--- src/design/mbvq_pkg.sv ---
// Shared types, constants and arithmetic helpers of the MBVQ error-diffusion halftoner.
`default_nettype none

package mbvq_pkg;

  // Default and reset values.
  localparam int          MAX_WIDTH_DEF = 1024;
  localparam logic [10:0] WIDTH_RESET   = 11'd512;

  // Stored errors in 1/16 pixel units, saturated to 14 bits.
  typedef logic signed [13:0] err_t;
  // Corrected pixel values and errors before diffusion.
  typedef logic signed [14:0] val_t;
  // Threshold sums over up to three channels.
  typedef logic signed [16:0] sum_t;
  // Weighted error products.
  typedef logic signed [18:0] wide_t;

  localparam err_t  ERR_MIN = -14'sd8192;
  localparam err_t  ERR_MAX = 14'sd8191;
  localparam val_t  FULL    = 15'sd4080;
  localparam val_t  HALF    = 15'sd2048;
  localparam sum_t  FULL_S  = 17'sd4080;
  localparam sum_t  FULL2_S = 17'sd8160;
  localparam sum_t  HALF_S  = 17'sd2048;

  // Floyd-Steinberg weights and the rounding offset.
  localparam wide_t WGT_AHEAD  = 19'sd7;
  localparam wide_t WGT_SAME   = 19'sd5;
  localparam wide_t WGT_BEHIND = 19'sd3;
  localparam wide_t WGT_DIAG   = 19'sd1;
  localparam wide_t ROUND_HALF = 19'sd8;

  // Cube vertices: bit 2 red, bit 1 green, bit 0 blue.
  localparam logic [2:0] VTX_K = 3'd0;
  localparam logic [2:0] VTX_B = 3'd1;
  localparam logic [2:0] VTX_G = 3'd2;
  localparam logic [2:0] VTX_C = 3'd3;
  localparam logic [2:0] VTX_R = 3'd4;
  localparam logic [2:0] VTX_M = 3'd5;
  localparam logic [2:0] VTX_Y = 3'd6;
  localparam logic [2:0] VTX_W = 3'd7;

  typedef enum logic [2:0] {
    QUAD_CMYW = 3'd0,
    QUAD_MYGC = 3'd1,
    QUAD_RGMY = 3'd2,
    QUAD_KRGB = 3'd3,
    QUAD_RGBM = 3'd4,
    QUAD_CMGB = 3'd5
  } quad_e;

  typedef struct packed {
    logic [7:0] r;
    logic [7:0] g;
    logic [7:0] b;
  } rgb_t;

  typedef struct packed {
    err_t r;
    err_t g;
    err_t b;
  } pix_err_t;

  typedef struct packed {
    val_t r;
    val_t g;
    val_t b;
  } pix_val_t;

  // One result as it waits in the output queue.
  typedef struct packed {
    logic [2:0] vertex;
    quad_e      quad;
    logic       last;
  } res_t;

  // Clamp a wide value into the stored error range.
  function automatic err_t sat_err(wide_t x);
    if (x < wide_t'(ERR_MIN)) return ERR_MIN;
    if (x > wide_t'(ERR_MAX)) return ERR_MAX;
    return err_t'(x);
  endfunction

  // Saturating add of a share onto a stored error.
  function automatic err_t add_sat(err_t a, wide_t b);
    return sat_err(wide_t'(a) + b);
  endfunction

  // Weighted share, floor((e*w + 8) / 16), i.e. rounded half up.
  function automatic wide_t share_of(val_t e, wide_t w);
    wide_t y;
    y = wide_t'(e) * w + ROUND_HALF;
    return y >>> 4;
  endfunction

  // Minimum-brightness-variation quadruple from the sum thresholds.
  function automatic quad_e pick_quad(val_t r, val_t g, val_t b);
    sum_t rg;
    sum_t gb;
    sum_t rgb;
    quad_e q;
    rg  = sum_t'(r) + sum_t'(g);
    gb  = sum_t'(g) + sum_t'(b);
    rgb = rg + sum_t'(b);
    if (rg > FULL_S) begin
      if (gb > FULL_S) q = (rgb > FULL2_S) ? QUAD_CMYW : QUAD_MYGC;
      else q = QUAD_RGMY;
    end else if (!(gb > FULL_S)) begin
      q = (rgb > FULL_S) ? QUAD_RGBM : QUAD_KRGB;
    end else begin
      q = QUAD_CMGB;
    end
    return q;
  endfunction

  // Vertex of the chosen quadruple, by a fixed decision tree per quadruple.
  function automatic logic [2:0] pick_vertex(quad_e q, val_t r, val_t g, val_t b);
    logic [2:0] v;
    sum_t       br;
    sum_t       rgb_alt;
    v       = VTX_K;
    br      = sum_t'(b) + sum_t'(r);
    rgb_alt = sum_t'(r) - sum_t'(g) + sum_t'(b);
    unique case (q)
      QUAD_CMYW: begin
        v = VTX_W;
        if (b < HALF && b <= r && b <= g) v = VTX_Y;
        if (g < HALF && g <= b && g <= r) v = VTX_M;
        if (r < HALF && r <= b && r <= g) v = VTX_C;
      end
      QUAD_MYGC: begin
        v = VTX_M;
        if (g >= b && r >= b) v = (r >= HALF) ? VTX_Y : VTX_G;
        if (g >= r && b >= r) v = (b >= HALF) ? VTX_C : VTX_G;
      end
      QUAD_RGMY: begin
        if (b > HALF) begin
          if (r > HALF) v = (b >= g) ? VTX_M : VTX_Y;
          else v = (sum_t'(g) > br) ? VTX_G : VTX_M;
        end else begin
          if (r >= HALF) v = (g >= HALF) ? VTX_Y : VTX_R;
          else v = (r >= g) ? VTX_R : VTX_G;
        end
      end
      QUAD_KRGB: begin
        v = VTX_K;
        if (b > HALF && b >= r && b >= g) v = VTX_B;
        if (g > HALF && g >= b && g >= r) v = VTX_G;
        if (r > HALF && r >= b && r >= g) v = VTX_R;
      end
      QUAD_RGBM: begin
        v = VTX_G;
        if (r > g && r >= b) v = (b < HALF) ? VTX_R : VTX_M;
        if (b > g && b >= r) v = (r < HALF) ? VTX_B : VTX_M;
      end
      default: begin
        if (b > HALF) begin
          if (r > HALF) v = (g >= r) ? VTX_C : VTX_M;
          else v = (g > HALF) ? VTX_C : VTX_B;
        end else begin
          if (r > HALF) v = (rgb_alt >= HALF_S) ? VTX_M : VTX_G;
          else v = (g >= b) ? VTX_G : VTX_B;
        end
      end
    endcase
    return v;
  endfunction

endpackage

`default_nettype wire

--- src/design/mbvq_decide.sv ---
// Error correction, quadruple choice, vertex choice and quantization error of one pixel.
`default_nettype none

module mbvq_decide import mbvq_pkg::*; (
  input  rgb_t       rgb_i,
  input  pix_err_t   stored_i,
  input  pix_err_t   ahead_i,
  output quad_e      quad_o,
  output logic [2:0] vertex_o,
  output pix_val_t   err_o
);

  pix_err_t tot;
  pix_val_t val;

  // Diffused error total, saturated, added to the scaled sample.
  always_comb begin
    tot.r = add_sat(stored_i.r, wide_t'(ahead_i.r));
    tot.g = add_sat(stored_i.g, wide_t'(ahead_i.g));
    tot.b = add_sat(stored_i.b, wide_t'(ahead_i.b));
    val.r = val_t'({rgb_i.r, 4'b0000}) + val_t'(tot.r);
    val.g = val_t'({rgb_i.g, 4'b0000}) + val_t'(tot.g);
    val.b = val_t'({rgb_i.b, 4'b0000}) + val_t'(tot.b);
  end

  // Quadruple and vertex decisions.
  assign quad_o   = pick_quad(val.r, val.g, val.b);
  assign vertex_o = pick_vertex(quad_o, val.r, val.g, val.b);

  // Quantization error per channel: corrected value minus chosen level.
  always_comb begin
    err_o.r = val.r - (vertex_o[2] ? FULL : val_t'(0));
    err_o.g = val.g - (vertex_o[1] ? FULL : val_t'(0));
    err_o.b = val.b - (vertex_o[0] ? FULL : val_t'(0));
  end

endmodule

`default_nettype wire

--- config.mk ---
export PLATFORM = sky130hd
export DESIGN_NAME = mbvq_decide
export DESIGN_NICKNAME = d
export VERILOG_FILES = /design/src/design/mbvq_pkg.sv /design/src/design/mbvq_decide.sv
export SDC_FILE = /design/constraint.sdc
export NUM_CORES = 1
export LEC_CHECK = 0
export BUFFER_PORTS_ARGS = -buffer_cell sky130_fd_sc_hd__buf_2
export CORE_MARGIN = 10
export CORE_UTILIZATION = 50
export DETAILED_ROUTE_END_ITERATION = 10
export PLACE_DENSITY = 0.84
export SETUP_SLACK_MARGIN = 0.3
export SKIP_LAST_GASP = 1
export SYNTH_ARGS = -nofsm -noshare
export SYNTH_HDL_FRONTEND = slang
export SYNTH_SLANG_ARGS = --single-unit
--- constraint.sdc ---
create_clock -name vclk -period 11
set_clock_uncertainty 0.15 [all_clocks]
set_input_delay 0.55 -clock vclk [all_inputs]
set_output_delay 0.55 -clock vclk [all_outputs]
set_load 0.1 [all_outputs]
==> results of run 1 <==
[cells in the final DEF, fill, tap and decap left out, types with 7 or more instances in the layout]
cell type  count
xnor2_2       10
ha_1         208
nand4_1       15
buf_12        24
nand2b_1      25
xor2_2        11
ha_4          17
or2_2         18
a21oi_1      100
nor4_1        15
a211oi_2      13
o21a_1        24
a211oi_1      28
and3_1        10
o31ai_1       12
nand3_1       26
buf_2        134
inv_2          8
o21ai_0       77
ha_2           8
nor2b_1       14
nand2_1       60
xor2_1        35
nor2_1       101
buf_4        147
o211ai_1      15
or3_1          9
nor3_1        30
inv_1        120
xnor2_1       53
and2_1        15
a31oi_1       13
o21bai_1      22
a21o_1        46
o21ai_1       10
maj3_1         7
a21oi_2       21
fa_1          18
[what timing repair did]
item | in CTS | in global routing
gates resized for setup | 41 | 89
setup buffers | 19 | 26
pin swaps | 29 | 79
setup endpoints to repair | 19 | 27
[kinds of logic (layout without fill, tap and decap cells)]
group | after synthesis | after routing | synth area share (%)
AND/OR/NAND/NOR | 393 | 393 | 19.0
adder cells (fa/ha/maj) | 264 | 264 | 32.7
AO/OA/AOI/OAI | 504 | 504 | 31.9
buffers and inverters | 144 | 442 | 5.17
multiplexers | 8 | 8 | 0.816
XOR/XNOR | 122 | 122 | 10.5
[critical path: cells and delay by family]
kind                     cells  cell delay, ns
XOR/XNOR                     1            0.12
adder cells (fa/ha/maj)      5            1.43
AND/OR/NAND/NOR             12            1.95
AO/OA/AOI/OAI               25            4.80
buffers and inverters        8            1.23
[routing by layer]
metal	track usage, %	up-vias	share of wire (%)
met4	10.7	0	5.1
met5	0	-	0
met2	46.8	611	47
li1	-	5952	-
met1	32.9	5999	39
met3	3.94	141	8.8
[layout make-up]
class	count	area, um2	area share (%)
repair buffers	311	2320	16.1
multi-input cells	1291	11200	78.0
inverters	131	504	3.50
well taps	275	344	2.39
[through the flow]
| stage | cells | util (%) |
|---|---|---|
| finish | 2008 | 69.0 |
| global route | 2008 | 69.0 |
| CTS | 1982 | 65.9 |
| detailed placement | 1963 | 64.4 |
| global placement | 1963 | 64.4 |
| floorplan | 1435 | - |
[worst min-delay path by stage]
stage / startpoint / endpoint / slack, ns / cells after the start
6_report: stored_i[14] / err_o[15] / 2.02 / 6
5_1_grt: stored_i[14] / err_o[15] / 2.03 / 6
4_1_cts: ahead_i[14] / err_o[15] / 2.01 / 6
3_5_place_dp: rgb_i[15] / err_o[29] / 1.91 / 7
3_3_place_gp: rgb_i[15] / err_o[29] / 1.88 / 7
2_1_floorplan: ahead_i[16] / err_o[17] / 1.66 / 4
==> flow_summary.json, run 1 <==
{
  "overflow": 0,
  "fin_crit_sh_pct": 98.3,
  "setup_violations": 0,
  "drt-pass1-iter-count": 8,
  "worstSetupEndpointType": "primary output",
  "yosys.area.top_type": "ha_1",
  "fin_nets": 2099,
  "whs_ns": 2.02,
  "antenna_found_initial": 0,
  "max_stage_delay_ns": 0.42,
  "synthTopCellsByArea": "ha_1 (28%), a21oi_1 (5.9%), xnor2_1 (5.7%), inv_1 (4.6%), fa_1 (4.4%)",
  "crit_start": "stored_i[30]",
  "synth_top_area_share_pct": 27.6,
  "critPathArrivalTime_ns": 10.11,
  "io_pins": 159,
  "seq_cells": 0,
  "drtIter0Drc": 1097,
  "fin_area_mm2": 0.0144,
  "max_freq_mhz": 92.5,
  "area_growth_pct": 36.2,
  "coreArea_mm2": 0.0209,
  "cpMaxStageDelayCell": "or4_4",
  "grt_pass1_vias": 12600,
  "setup-tns-final_ns": 0,
  "min_period_ns": 10.81,
  "critPathCapture": "err_o[43]",
  "yosysMostFrequentCell": "ha_1",
  "maxSlewViolCount": 0,
  "seq_area_um2": 0,
  "fillerInstances": 1618,
  "crit_fanout": 7,
  "dieWidth_um": 165,
  "holdBufCountCts": 0,
  "route.detailed.drc": 0,
  "vias": 12700,
  "start_util_pct": 50.6,
  "drv_cap": 0,
  "io_buffer_count": 159,
  "relSlewSlack_pct": 45.3,
  "placed_area_mm2": 0.0134,
  "worstSetupStartpointType": "primary input",
  "routedWlPerCell_um": 19.9,
  "globalplace.congestion": 1.04,
  "avgSynthCellArea_um2": 7.37,
  "ys_types": 82,
  "synth_common_cells": "ha_1 (233), inv_1 (130), a21oi_1 (124)",
  "grt_max_degree": 10,
  "row_count": 53,
  "synth_warnings": 0,
  "synthesis.instances": 1435,
  "dieHeight_um": 165,
  "crit_path_frequent_cell": "buf_4",
  "status": "complete, no violations",
  "worst_pin_slew_ns": 0.816,
  "drt_wl_total_um": 40000,
  "synth_area_mm2": 0.0106,
  "via_per_inst": 6.33,
  "grt_pass1_wl_um": 61500,
  "layout-drive-gt1-share_pct": 30.0,
  "hold_path_class": "in -> out",
  "hpwl_um": 32300,
  "syn_nets": 1799,
  "dp_slack_ns": -0.307,
  "antennaDiodeCount": 0,
  "worstSetupPathType": "in -> out",
  "track_usage_pct": 27.0,
  "rsz0062_at_grt": "true",
  "cp_data_required_time_ns": 10.30,
  "finalWorstSetupSlack_ns": 0.188,
  "nClkBuffers": 0,
  "ys_seq_area_share_pct": 0,
  "ant_nets": 0,
  "dieArea_mm2": 0.0274,
  "hold_viol": 0
}
Power of run 1 is left out: the tool's default activity adds up to more than one toggle a clock period on the data nets, which glitch-free logic cannot reach.
==> run 2: changes to the inputs <==
--- a/config.mk
+++ b/config.mk
@@ -9,7 +9,7 @@
 export CORE_MARGIN = 10
 export CORE_UTILIZATION = 50
 export DETAILED_ROUTE_END_ITERATION = 10
-export PLACE_DENSITY = 0.84
+export PLACE_DENSITY = 0.81
 export SETUP_SLACK_MARGIN = 0.3
 export SKIP_LAST_GASP = 1
 export SYNTH_ARGS = -nofsm -noshare
==> constraint.sdc (replaced) <==
create_clock -name vclk -period 11.6
set_clock_uncertainty 0.15 [all_clocks]
set_input_delay 0.58 -clock vclk [all_inputs]
set_output_delay 0.58 -clock vclk [all_outputs]
set_load 0.1 [all_outputs]
==> flow_summary.json, run 2 (synthesis gave the netlist of run 1 again) <==
{
  "max_stage_delay_ns": 0.44,
  "route.detailed.drc": 0,
  "worstSetupPathType": "in -> out",
  "worst_pin_slew_ns": 1.06,
  "critPathBufInv": 5,
  "dp_slack_ns": -0.110,
  "max_freq_mhz": 91.5,
  "ant_nets": 0,
  "fin_nets": 2034,
  "track_usage_pct": 25.2,
  "grt_max_degree": 10,
  "dieHeight_um": 165,
  "hpwl_um": 31100,
  "fillerInstances": 1772,
  "worstSetupEndpointType": "primary output",
  "crit_start": "stored_i[14]",
  "drtIter0Drc": 875,
  "coreArea_mm2": 0.0209,
  "vias": 12000,
  "cpMaxStageDelayCell": "fa_2",
  "crit_fanout": 7,
  "globalplace.congestion": 0.990,
  "overflow": 0,
  "layout_common_cells": "ha_1 (214), buf_2 (141), inv_1 (120)",
  "dieArea_mm2": 0.0274,
  "worstSetupStartpointType": "primary input",
  "min_path_cells": 5,
  "fin_crit_sh_pct": 94.2,
  "seq_area_um2": 0,
  "drt_wl_total_um": 37000,
  "io_buffer_count": 159,
  "hold_viol": 0,
  "row_count": 53,
  "rsz0062_at_grt": "false",
  "routedWlPerCell_um": 19.0,
  "layout_commonest_cell": "ha_1",
  "holdBufCountCts": 0,
  "grt_pass1_wl_um": 57300,
  "relSlewSlack_pct": 28.6,
  "drv_cap": 0,
  "finalWorstSetupSlack_ns": 0.676,
  "area_growth_pct": 27.6,
  "start_util_pct": 50.6,
  "layout-drive-gt1-share_pct": 25.2,
  "nClkBuffers": 0,
  "antenna_found_initial": 0,
  "critical_path.top_delay_family": "compound AO/OA/AOI/OAI gates",
  "setup_violations": 0,
  "dieWidth_um": 165,
  "grt_pass1_vias": 11600,
  "drt-pass1-iter-count": 7,
  "io_pins": 159,
  "cp_data_required_time_ns": 10.87,
  "hold_path_class": "in -> out",
  "critPathArrivalTime_ns": 10.19,
  "worstHoldEndpoint": "err_o[0]",
  "min_period_ns": 10.92,
  "hp-start": "ahead_i[0]",
  "status": "complete, no violations",
  "seq_cells": 0,
  "antennaDiodeCount": 0,
  "maxSlewViolCount": 0,
  "via_per_inst": 6.19
}
[run 2: changes by cell type in the layout (fill, tap and decap cells not counted), moves of 4 or more]
cell,delta
a21oi_1,+6
a21oi_2,-6
buf_12,-6
buf_2,+7
buf_4,-63
ha_1,+6
ha_2,+4
ha_4,-10
[run 2: final cells by class]
class | instances | area (um2) | share of cell area, %
multi-input combinational | 1291 | 10900 | 80.9
timing repair buffer | 246 | 1730 | 12.8
inverter | 131 | 507 | 3.75
tap | 275 | 344 | 2.55
[run 2: what timing repair did]
item	in CTS	in global routing
pin swaps	12	50
setup endpoints to repair	13	28
gates resized for setup	29	91
setup buffers	4	40
[run 2: per-stage QoR]
step           TNS (ns)  hold WS [ns]  cell area, um2  cells  utilization [%]
5_1_grt               0          2.04           13500   1943             64.6
4_1_cts               0          2.01           12800   1903             61.5
6_report              0          2.01           13500   1943             64.6
2_1_floorplan         0          1.72           11000   1435                -
3_5_place_dp     -0.394          2.01           12600   1899             60.5
3_3_place_gp          0          2.01           12600   1899             60.5
[run 2: how the worst max path moves through the flow]
stage | cells after the start | endpoint
final | 47 | err_o[27]
after global routing | 49 | err_o[27]
after floorplan | 48 | err_o[12]
after CTS | 48 | err_o[12]
after global placement | 46 | err_o[28]
after detailed placement | 46 | err_o[27]
[run 2: tightest hold or removal path, cell delays in order]
cell and delay (ns):
buf_2 0.08, ha_1 0.14, a21oi_1 0.09, inv_1 0.20
buf_2 0.49
[run 2: per-layer routing]
layer	wire length, um	GRT usage [%]	vias to the layer above
li1	-	-	5823
met1	15200	31.2	5617
met2	17400	43.4	503
met3	3130	4.71	76
met4	1310	7.62	0
met5	0	0	-
Power of run 2 is left out for the same reason.
==> run 3: changes to the inputs <==
--- a/config.mk
+++ b/config.mk
@@ -9,7 +9,7 @@
 export CORE_MARGIN = 10
 export CORE_UTILIZATION = 50
 export DETAILED_ROUTE_END_ITERATION = 10
-export PLACE_DENSITY = 0.81
+export PLACE_DENSITY = 0.8
 export SETUP_SLACK_MARGIN = 0.3
 export SKIP_LAST_GASP = 1
 export SYNTH_ARGS = -nofsm -noshare
==> constraint.sdc (replaced) <==
create_clock -name vclk -period 11.28
set_clock_uncertainty 0.15 [all_clocks]
set_input_delay 0.564 -clock vclk [all_inputs]
set_output_delay 0.564 -clock vclk [all_outputs]
set_load 0.1 [all_outputs]
==> flow_summary.json, run 3 (synthesis gave the netlist of run 1 again) <==
{
  "status": "complete, no violations",
  "maxSlewViolCount": 0,
  "routedWlPerCell_um": 19.5,
  "max_stage_delay_ns": 0.44,
  "crit_fanout": 7,
  "rsz0062_at_grt": "true",
  "seq_area_um2": 0,
  "hold_viol": 0,
  "drt-pass1-iter-count": 7,
  "worstSetupEndpointType": "primary output",
  "fillerInstances": 1724,
  "cp_data_required_time_ns": 10.57,
  "nClkBuffers": 0,
  "hpwl_um": 31400,
  "hp-start": "ahead_i[0]",
  "drtIter0Drc": 999,
  "worst_pin_slew_ns": 0.874,
  "setup_violations": 0,
  "dp_slack_ns": -0.216,
  "met1_length_um": 16100,
  "layout-drive-gt1-share_pct": 27.1,
  "route.detailed.drc": 0,
  "relSlewSlack_pct": 41.7,
  "drv_cap": 0,
  "io_pins": 159,
  "row_count": 53,
  "globalplace.congestion": 0.982,
  "setup-tns-final_ns": 0,
  "layout_commonest_cell": "ha_1",
  "dieArea_mm2": 0.0274,
  "critPathArrivalTime_ns": 10.28,
  "dieWidth_um": 165,
  "cpMaxStageDelayCell": "fa_2",
  "via_per_inst": 6.20,
  "holdBufCountCts": 0,
  "worstSetupStartpointType": "primary input",
  "overflow": 0,
  "area_growth_pct": 31.6,
  "antenna_found_initial": 0,
  "finalWorstSetupSlack_ns": 0.281,
  "max_freq_mhz": 90.9,
  "grt_pass1_wl_um": 58000,
  "min_period_ns": 11.00,
  "ant_nets": 0,
  "crit_path_frequent_cell": "buf_4",
  "wl_met3_um": 2690,
  "dr_wl_met2_um": 18100,
  "worstHoldEndpoint": "err_o[0]",
  "worstSetupPathType": "in -> out",
  "drt_wl_total_um": 38200,
  "min_path_cells": 5,
  "grt_max_degree": 10,
  "track_usage_pct": 25.7,
  "grt_pass1_vias": 11700,
  "seq_cells": 0,
  "coreArea_mm2": 0.0209,
  "fin_crit_sh_pct": 97.5,
  "fin_nets": 2054,
  "antennaDiodeCount": 0,
  "hold_path_class": "in -> out",
  "io_buffer_count": 159,
  "start_util_pct": 50.6,
  "whs_ns": 1.97,
  "placed_area_mm2": 0.0130,
  "layout_common_cells": "ha_1 (215), buf_2 (132), inv_1 (118)",
  "dieHeight_um": 165,
  "vias": 12200,
  "fin_area_mm2": 0.0139,
  "multiInputGateArea_mm2": 0.0111,
  "top_layer_used": "met4"
}
run 3: cell type report:
class              instances  share of cell area, %
inverters                131                   3.64
repair buffers           266                   14.4
multi-input cells       1291                   79.5
well taps                275                   2.47
run 3: metal layers:
layer / global-route usage, % / vias up
met2: 44.3 / 522
met1: 33.0 / 5706
li1: - / 5871
met5: 0 / -
met3: 2.48 / 81
met4: 7.50 / 0
run 3: timing repair:
action,in CTS,in global routing
gates resized for setup,38,105
buffers inserted,8,36
setup endpoints to repair,16,23
pin swaps,9,80
run 3: worst max-delay path: cells and delay by family:
kind | cells | cell delay [ns]
buf+inv | 6 | 1.01
fa+ha+maj | 7 | 1.97
xor+xnor | 2 | 0.36
compound gates | 23 | 4.29
simple gates | 13 | 2.04
run 3: worst max path at each step:
stage	start	endpoint	slack [ns]	cells after the start
global route	stored_i[28]	err_o[43]	-0.08	51
global placement	stored_i[34]	err_o[28]	0.20	46
CTS	stored_i[28]	err_o[42]	0.31	51
finish	ahead_i[14]	err_o[13]	0.28	51
floorplan	stored_i[14]	err_o[40]	0.06	43
detailed placement	stored_i[34]	err_o[43]	-0.22	47
run 3: per-stage QoR:
stage / util, % / cells
after floorplan: - / 1435
after global placement: 62.1 / 1919
after detailed placement: 62.1 / 1919
after CTS: 63.3 / 1927
after global routing: 66.7 / 1963
final: 66.7 / 1963
Power of run 3 is left out for the same reason.
